==> src/rtl/core/pnv_pkg.sv <==
// Package for the partition name validator: reason codes, reserved words,
// and byte classification functions. No dependencies.

package pnv_pkg;

	localparam int MAX_LEN_DEF = 128;
	localparam int DEFAULT_LEN = 7;
	localparam int PREFIX_LEN = 10;

	typedef logic [1:0] reason_t;

	localparam reason_t RSN_CHARSET = 2'd0;
	localparam reason_t RSN_NO_ALNUM = 2'd1;
	localparam reason_t RSN_RESERVED = 2'd2;
	localparam reason_t RSN_PREFIX = 2'd3;

	localparam logic [7:0] CH_DOT = 8'h2e;
	localparam logic [7:0] CH_UNDERSCORE = 8'h5f;
	localparam logic [7:0] CH_DASH = 8'h2d;

	function automatic logic is_upper(input logic [7:0] c);
		return (c >= 8'h41) && (c <= 8'h5a);
	endfunction

	function automatic logic is_alnum(input logic [7:0] c);
		return is_upper(c) || ((c >= 8'h61) && (c <= 8'h7a)) || ((c >= 8'h30) && (c <= 8'h39));
	endfunction

	function automatic logic is_allowed(input logic [7:0] c);
		return is_alnum(c) || (c == CH_DOT) || (c == CH_UNDERSCORE) || (c == CH_DASH);
	endfunction

	function automatic logic [7:0] to_lower(input logic [7:0] c);
		return is_upper(c) ? (c + 8'd32) : c;
	endfunction

	// "default"
	function automatic logic [7:0] default_char(input logic [2:0] idx);
		logic [7:0] c;
		case (idx)
			3'd0: c = 8'h64;
			3'd1: c = 8'h65;
			3'd2: c = 8'h66;
			3'd3: c = 8'h61;
			3'd4: c = 8'h75;
			3'd5: c = 8'h6c;
			3'd6: c = 8'h74;
			default: c = 8'h00;
		endcase
		return c;
	endfunction

	// "ephemeral-"
	function automatic logic [7:0] prefix_char(input logic [3:0] idx);
		logic [7:0] c;
		case (idx)
			4'd0: c = 8'h65;
			4'd1: c = 8'h70;
			4'd2: c = 8'h68;
			4'd3: c = 8'h65;
			4'd4: c = 8'h6d;
			4'd5: c = 8'h65;
			4'd6: c = 8'h72;
			4'd7: c = 8'h61;
			4'd8: c = 8'h6c;
			4'd9: c = 8'h2d;
			default: c = 8'h00;
		endcase
		return c;
	endfunction

endpackage

==> src/rtl/core/partition_name_validator.sv <==
// Partition name validator: takes one name byte per transaction (none with
// empty_name) and reports validity and the first failing rule on the final
// transaction of a name. A final transaction passes the input stage and then
// the result register, which loads only when no stalled result holds the output.
// Throughput: one transaction per cycle, set by the single input stage feeding
// the name state and result register, except when out_stall holds a result back.
// Reset: arst_n resets the name state and clears the input and output valid flags.
// Depends on pnv_pkg.

module partition_name_validator import pnv_pkg::*; #(
	parameter int MAX_LEN = MAX_LEN_DEF
) (
	input  logic       clk,
	input  logic       arst_n,
	input  logic       in_valid,
	output logic       in_stall,
	input  logic [7:0] ch,
	input  logic       last,
	input  logic       empty_name,
	output logic       out_valid,
	input  logic       out_stall,
	output logic       valid_res,
	output reason_t    reason
);

	localparam int CNT_W = $clog2(MAX_LEN + 2);
	localparam logic [CNT_W-1:0] CNT_SAT = CNT_W'(MAX_LEN + 1);
	localparam logic [CNT_W-1:0] CNT_MAX = CNT_W'(MAX_LEN);
	localparam logic [CNT_W-1:0] CNT_DEF = CNT_W'(DEFAULT_LEN);
	localparam logic [CNT_W-1:0] CNT_PFX = CNT_W'(PREFIX_LEN);
	localparam logic [CNT_W-1:0] CNT_TWO = CNT_W'(2);
	localparam logic [CNT_W-1:0] CNT_ONE = CNT_W'(1);

	logic             vld_s1;
	logic [7:0]       ch_s1;
	logic             last_s1;
	logic             empty_s1;

	logic [CNT_W-1:0] count_q;
	logic             bad_q;
	logic             alnum_q;
	logic             dots_q;
	logic             def_q;
	logic             pfx_q;

	logic             out_vld_q;
	logic             valid_res_q;
	reason_t          reason_q;

	logic             emit;
	logic             adv;
	logic             take;
	logic [CNT_W-1:0] n_count;
	logic             n_bad;
	logic             n_alnum;
	logic             n_dots;
	logic             n_def;
	logic             n_pfx;
	logic             r_valid;
	reason_t          r_reason;

	assign emit = empty_s1 || last_s1;
	assign adv = vld_s1 && (!emit || !out_vld_q || !out_stall);
	assign in_stall = vld_s1 && !adv;
	assign take = !empty_s1;

	always_comb begin
		n_count = count_q;
		n_bad = bad_q;
		n_alnum = alnum_q;
		n_dots = dots_q;
		n_def = def_q;
		n_pfx = pfx_q;
		if (take) begin
			if (!is_allowed(ch_s1))
				n_bad = 1'b1;
			if (is_alnum(ch_s1))
				n_alnum = 1'b1;
			if (ch_s1 != CH_DOT)
				n_dots = 1'b0;
			if (count_q < CNT_DEF) begin
				if (to_lower(ch_s1) != default_char(count_q[2:0]))
					n_def = 1'b0;
			end else begin
				n_def = 1'b0;
			end
			if ((count_q < CNT_PFX) && (ch_s1 != prefix_char(count_q[3:0])))
				n_pfx = 1'b0;
			if (count_q < CNT_SAT)
				n_count = count_q + CNT_ONE;
		end
	end

	always_comb begin
		r_valid = 1'b0;
		r_reason = RSN_CHARSET;
		if ((n_count == '0) || (n_count > CNT_MAX) || n_bad) begin
			r_reason = RSN_CHARSET;
		end else if (!n_alnum) begin
			r_reason = RSN_NO_ALNUM;
		end else if ((n_dots && (n_count <= CNT_TWO)) || (n_def && (n_count == CNT_DEF))) begin
			r_reason = RSN_RESERVED;
		end else if (n_pfx && (n_count >= CNT_PFX)) begin
			r_reason = RSN_PREFIX;
		end else begin
			r_valid = 1'b1;
		end
	end

	always_ff @(posedge clk or negedge arst_n) begin
		if (!arst_n) begin
			vld_s1 <= 1'b0;
		end else if (!vld_s1 || adv) begin
			vld_s1 <= in_valid;
		end
	end

	always_ff @(posedge clk) begin
		if (in_valid && !in_stall) begin
			ch_s1 <= ch;
			last_s1 <= last;
			empty_s1 <= empty_name;
		end
	end

	always_ff @(posedge clk or negedge arst_n) begin
		if (!arst_n) begin
			count_q <= '0;
			bad_q <= 1'b0;
			alnum_q <= 1'b0;
			dots_q <= 1'b1;
			def_q <= 1'b1;
			pfx_q <= 1'b1;
		end else if (adv) begin
			if (emit) begin
				count_q <= '0;
				bad_q <= 1'b0;
				alnum_q <= 1'b0;
				dots_q <= 1'b1;
				def_q <= 1'b1;
				pfx_q <= 1'b1;
			end else begin
				count_q <= n_count;
				bad_q <= n_bad;
				alnum_q <= n_alnum;
				dots_q <= n_dots;
				def_q <= n_def;
				pfx_q <= n_pfx;
			end
		end
	end

	always_ff @(posedge clk or negedge arst_n) begin
		if (!arst_n) begin
			out_vld_q <= 1'b0;
		end else if (adv && emit) begin
			out_vld_q <= 1'b1;
		end else if (!out_stall) begin
			out_vld_q <= 1'b0;
		end
	end

	always_ff @(posedge clk) begin
		if (adv && emit) begin
			valid_res_q <= r_valid;
			reason_q <= r_reason;
		end
	end

	assign out_valid = out_vld_q;
	assign valid_res = valid_res_q;
	assign reason = reason_q;

endmodule
==> config.mk <==
export PLATFORM = sky130hd
export DESIGN_NAME = partition_name_validator
export DESIGN_NICKNAME = d
export VERILOG_FILES = /design/src/rtl/core/pnv_pkg.sv /design/src/rtl/core/partition_name_validator.sv
export SDC_FILE = /design/constraint.sdc
export NUM_CORES = 1
export LEC_CHECK = 0
export ABC_AREA = 0
export BUFFER_PORTS_ARGS = -buffer_cell sky130_fd_sc_hd__clkbuf_2
export CELL_PAD_IN_SITES_DETAIL_PLACEMENT = 0
export CELL_PAD_IN_SITES_GLOBAL_PLACEMENT = 1
export CORE_MARGIN = 1.5
export CORE_UTILIZATION = 49
export DETAILED_ROUTE_END_ITERATION = 6
export PLACE_DENSITY = 0.87
export REMOVE_ABC_BUFFERS = 1
export SLEW_MARGIN = 20
export SYNTH_ARGS = -nofsm -noshare
export SYNTH_HDL_FRONTEND = slang
export SYNTH_SLANG_ARGS = --single-unit
==> constraint.sdc <==
create_clock -name clk -period 3.8 [get_ports clk]
set_input_delay 0.57 -clock clk [delete_from_list [all_inputs] [get_ports clk]]
set_output_delay 0.57 -clock clk [all_outputs]
set_load 0.02 [all_outputs]
== Word level (Yosys, flattened, before mapping) ==
Memories as Yosys holds them, arrays and structs flattened.
Cells that the tools add are included.

* Shift-type cells: 0
* Bitwise operators: 1
* Multipliers: 0
* Add/sub/neg operators: 2
* Mux-type cells: 30
* Eq/ne operators: 14
* Div/mod/pow operators: 0
* $lt $le $gt $ge: 12
* Reduce and logical (&&, ||, !) cells: 33

{| class="wikitable"
|+ Operators by type and width
! operator !! number
|-
| 8-bit 2-to-1 mux || 7
|-
| 7-bit case mux with 7 select lines || 1
|-
| 1-bit 2-to-1 mux || 20
|-
| 8-bit by 6-bit == test with 1-bit output (second input constant) || 2
|-
| 8-bit by 7-bit greater-or-equal comparator with 1-bit output (second input constant) || 2
|-
| 8-bit by 7-bit less-or-equal comparator with 1-bit output (second input constant) || 2
|-
| 8-bit != test || 2
|-
| 1-bit logical OR || 12
|-
| 1-bit logical AND || 11
|-
| 3-bit == test (second input constant) || 3
|-
| 8-bit by 1-bit adder with 8-bit output (second input constant) || 1
|-
| 8-bit by 6-bit adder with 8-bit output (second input constant) || 1
|-
| 8-bit by 3-bit == test with 1-bit output (second input constant) || 1
|-
| 8-bit by 7-bit == test with 1-bit output (second input constant) || 1
|-
| 8-bit by 4-bit greater-or-equal comparator with 1-bit output (second input constant) || 1
|-
| 8-bit by 6-bit greater-or-equal comparator with 1-bit output (second input constant) || 1
|-
| 8-bit > comparator (second input constant) || 1
|-
| 8-bit by 2-bit less-or-equal comparator with 1-bit output (second input constant) || 1
|-
| 8-bit by 6-bit less-or-equal comparator with 1-bit output (second input constant) || 1
|-
| 8-bit logical NOT || 1
|-
| 8-bit by 3-bit less-than comparator with 1-bit output (second input constant) || 1
|-
| 8-bit by 4-bit less-than comparator with 1-bit output (second input constant) || 1
|-
| 8-bit less-than comparator (second input constant) || 1
|-
| 8-bit by 6-bit != test with 1-bit output (second input constant) || 1
|-
| other kinds (9) || 16
|}

* Input bits: 14
* Word-level logic and storage cells: 107
* Memory bits (read-only): 112
* Bits in writable memories: 0
* Output and inout port bits: 5
* Latch bits: 0
* Register bits: 28
* Memories: 1

{| class="wikitable"
|+ Memory list
! name !! depth !! bits a word !! read ports !! clocked after memory_dff !! wr ports !! RTL line !! text
|-
| (name not given) || 16 || 7 || 1 || 0 || 0 || pnv_pkg.sv:56 || <nowiki>case (idx)</nowiki>
|}

== Depth between registers and ports, before layout ==
* Word-level depth: 12
* Gate-level depth with buffers: 10
* Gate-level depth less buffers: 9

== Worst setup path before layout ==
Ideal clock, no wire load.

* Path kind: reg2reg
* Start point: register count_q[1]
* End point: register valid_res_q, in the netlist valid_res, data pin
* Clock period less this slack: 2,447 ps
* Cell stages (with the launch flop): 11
* Path buffers: 1
* Data required time: 3,537 ps
* Arrival time: 2,185 ps
* Setup slack: 1,353 ps
* Setup time: 263 ps
* Cell sequence: dfrtp_1 -> buf_2 -> inv_1 -> ha_1 -> xor2_1 -> a22oi_1 -> a2111oi_2 -> a31oi_1 -> a211oi_1 -> a211oi_2 -> nor3b_2

* Cells in the longest elaborated chain, start to end: 11
* Elaborated cells between the ends (all ways): 39
* Those cells by class: 1 x add/sub; 6 x order compare; 9 x eq/ne; 12 x mux; 10 x reduce/logical; 1 x memory

{| class="wikitable"
|+ Ends and longest elaborated chain
! item !! RTL line !! text
|-
| start: declaration || partition_name_validator.sv:39 || <nowiki>logic [CNT_W-1:0] count_q;</nowiki>
|-
| start signal: assignment || partition_name_validator.sv:143 || <nowiki>count_q <= n_count;</nowiki>
|-
| branches (longest 11 deep; another with 8-bit by 1-bit adder with 8-bit output) || n/a ||
|-
| end signal: assignment || partition_name_validator.sv:165 || <nowiki>valid_res_q <= r_valid;</nowiki>
|-
| end: declaration || partition_name_validator.sv:47 || <nowiki>logic valid_res_q;</nowiki>
|}

Several ways; the timed one is not identified. The select of a mux whose other input is x is not followed.
A chain may end at the register's enable or synchronous reset.

== Worst setup path after layout ==
Same ends and word-level chain as after synthesis.

==> metrics.md <==
| Metric | Value |
|---|---|
| Placed Cells | `300` |
| Synth area leader | `edfxtp_1` |
| H-tree level count | `1` |
| Hold crit path type | `in -> async` |
| Mapped Cells | `about 240` |
| Global-route wire length before repair | `~8.4 mm` |
| Total wire length | `between 5 and 6 mm` |
| Netlist cell types | `62` |
| Worst-path cell chain | `ha_1, nor3b_2, and3_1, o21ai_1, or3_1, nor4b_1, a211oi_2, nor3b_2` |
| Sink Count | `28` |
| Vias in the first global route | `between 1500 and 2000` |
| Initial antenna violation count | `0` |
| Final Hold Viols | `0` |
| Synth area leaders | `edfxtp_1 18%, dfrtp_1 14%, ha_1 5.1%` |
| CP Capture Type | `register` |
| Cts hold-fix bufs | `0` |
| Sw frac | `0.320` |
| Post-synth EDFFs | `13` |
| Post-route setup TNS | `0 ps` |
| Power Density | `346 mW/mm^2` |
| Comb power frac | `0.253` |
| NumNets Final | `about 280` |
| Status | `finished, final reports clean` |
| Clock Path Buffers | `2` |
| Power share of the clock group | `0.272` |
| FMAX | `around 350 MHz` |
| Post-CTS setup buffers | `0` |
| Crit. Startpoint | `count_q[1]` |
| Routed len/inst | `approximately 17 microns` |
| Die Height | `around 70 microns` |
| Cell area after placement | `0.00226 sq mm` |
| Sw Pwr | `roughly 260 uW` |
| Post-synth top area share | `0.178` |
| Gr ovfl total | `0` |
| Internal power | `roughly 550 uW` |
| Worst Path Required | `~3800 ps` |
| IO Pins | `19` |
| 1st-iter DRT viols | `about 180` |
| Post-Syn Area | `between 0.002 and 0.0025 sq mm` |
| Largest net degree at the start of global routing | `33` |
| # DRC | `0` |
| Cell row count | `24` |
| Syn Area/Cell | `between 9 and 10 sq um` |
| Most used cell, CP | `nor3b_2` |
| GP Congestion | `between 0.8 and 0.9` |
| Total track usage | `0.214` |
| Non-Filler Instances | `~300` |
| Fin Clk Skew | `roughly 4.4 ps` |
| DR vias/cell | `a little over 6` |
| Detailed Place HPWL | `3.71 mm` |
| Yosys reg bits | `28` |
| Sequential Power Share | `0.475` |
| Worst path bufs/invs | `0` |
| Starting density of the core | `0.508` |
| Asr flop ratio synth | `0.536` |
| Num CTS Buffers | `3` |
| Tmin final | `2820 ps` |
| Setup-failing EPs final | `0` |
| Arrival @ worst endpoint | `between 2000 and 3000 ps` |
| Post-synthesis sequential area ratio | `0.351` |
| MaxCap Viol Count | `0` |
| # diodes | `0` |
| Synth Flop Type | `edfxtp_1` |
| Worst Tran Pin Value | `between 900 and 1000 ps` |
| Fin crit share | `0.742` |
| Core ar. | `approximately 0.0043 sq mm` |
| Leakage | `between 0.9 and 1 nW` |
| CP max stage cell | `dfrtp_1` |
| Delay-heaviest family, CP | `simple AND/OR/NAND/NOR gates` |
| Worst-Skew Late Latency | `290 ps` |
| Worst slew margin | `0.375` |
| CTS tree | `yes` |
| Most frequent cells after synthesis | `25 x nor2_1, 20 x nand2_1, 17 x o21ai_0` |
| RSZ-0062 raised after global routing | `no` |
| DIE AREA | `just under 0.005 sq mm` |
| Worst setup path category | `reg -> reg` |
| Pins Over Slew Limit | `0` |
| Final instance area | `roughly 0.0023 sq mm` |
| Clock Root Buffer | `clkbuf_8` |
| Max IR drop VDD | `about 210 uV` |
| DRT antenna net count | `0` |
| Worst path max stage delay | `590 ps` |
| Count leader, synth | `nor2_1` |
| Clk slew on worst S/H paths | `~100 ps` |
| Die X | `roughly 70 microns` |
| Area Growth Syn to Fin | `6.16%` |
| 1st-pass router iterations | `4` |
| CTS resizes | `0` |
| Via count | `~1900` |
| Share of post-route cells with drive strength above 1 | `0.155` |
| Ys Warns | `0` |
| CP Max Fanout | `12` |
| Worst Setup Start Kind | `register` |
| IO Port Bufs | `18` |
| Worst r2r src | `count_q[1]` |
==> through the flow <==
step / util / hold slack (ps) / setup WS [ps] / total power, mW
detailed placement: 0.523 / 451 / 1010 / 0.591
CTS: 0.539 / 188 / 989 / 0.809
finish: 0.539 / 179 / 979 / 0.805
global route: 0.539 / 198 / 804 / 0.844
global placement: 0.523 / 449 / 1030 / 0.590
floorplan: - / 274 / 1360 / 0.531
==> state kept, by name, summed over array words and instances, names as in the netlist <==
name / cells
ch_s1: 8
pfx_q: 1
alnum_q: 1
def_q: 1
out_valid: 1
empty_s1: 1
valid_res: 1
bad_q: 1
last_s1: 1
reason: 2
vld_s1: 1
dots_q: 1
count_q: 8
==> logic make-up (layout without fill, tap and decap cells) <==
family                   count (synthesis)  count (layout)  share of synthesized area
XOR/XNOR                                 8               8                     0.0319
buffers and inverters                   24              33                     0.0582
AND/OR/NAND/NOR                        101             101                      0.253
adder cells (fa/ha/maj)                  9               9                     0.0513
AO/OA/AOI/OAI                           70              70                      0.241
flip-flops                              28              28                      0.351
multiplexers                             3               3                     0.0143
==> worst paths after layout <==
| kind | endpoint | slack [ps] | depth (start not counted) |
|---|---|---|---|
| setup / recovery | valid_res | 980 | 8 |
| hold / removal | bad_q | 180 | 1 |
| min in group clk | empty_s1 | 450 | 1 |
| setup reg to reg | valid_res | 980 | 8 |
| max in group asynchronous | def_q | 3310 | 1 |
| hold reg to reg | dots_q | 460 | 2 |
==> power groups by stage <==
stage	Sequential, mW	Clock (mW)	Combinational, mW
floorplan	0.386	0	0.146
global route	0.387	0.232	0.225
global placement	0.389	0	0.201
detailed placement	0.389	0	0.203
finish	0.383	0.219	0.204
CTS	0.382	0.223	0.204
==> placed cells by master (no fill, tap or decap), types with 4 or more instances in the layout <==
cell type,synthesis,layout
nor2_1,25,25
o31ai_1,5,5
dfrtp_1,12,12
a31oi_1,5,5
nor3_1,8,8
o21ai_1,4,4
inv_1,10,10
ha_1,9,9
a21oi_1,8,8
nor2b_1,7,7
xnor2_1,5,5
o21ai_0,17,17
edfxtp_1,13,13
nand3_1,6,6
nand2b_1,6,6
clkbuf_2,0,18
nand2_1,20,20
and3_1,4,4
==> layer usage <==
layer,vias to the layer above,global-route usage,share of wire
li1,919,-,-
met1,887,0.306,0.46
met2,56,0.339,0.48
met3,7,0.0216,0.041
met4,0,0.0769,0.017
met5,-,0,0
==> final cells by class <==
cell class / instances / area, sq um
inverter: 11 / 41.3
tap: 52 / 65.1
multi-input combinational: 191 / 1300
clock buffer: 4 / 66.3
sequential: 28 / 769
timing repair buffer: 18 / 90.1
fill: 420 / 1990
(Power assumes the default switching activity.)
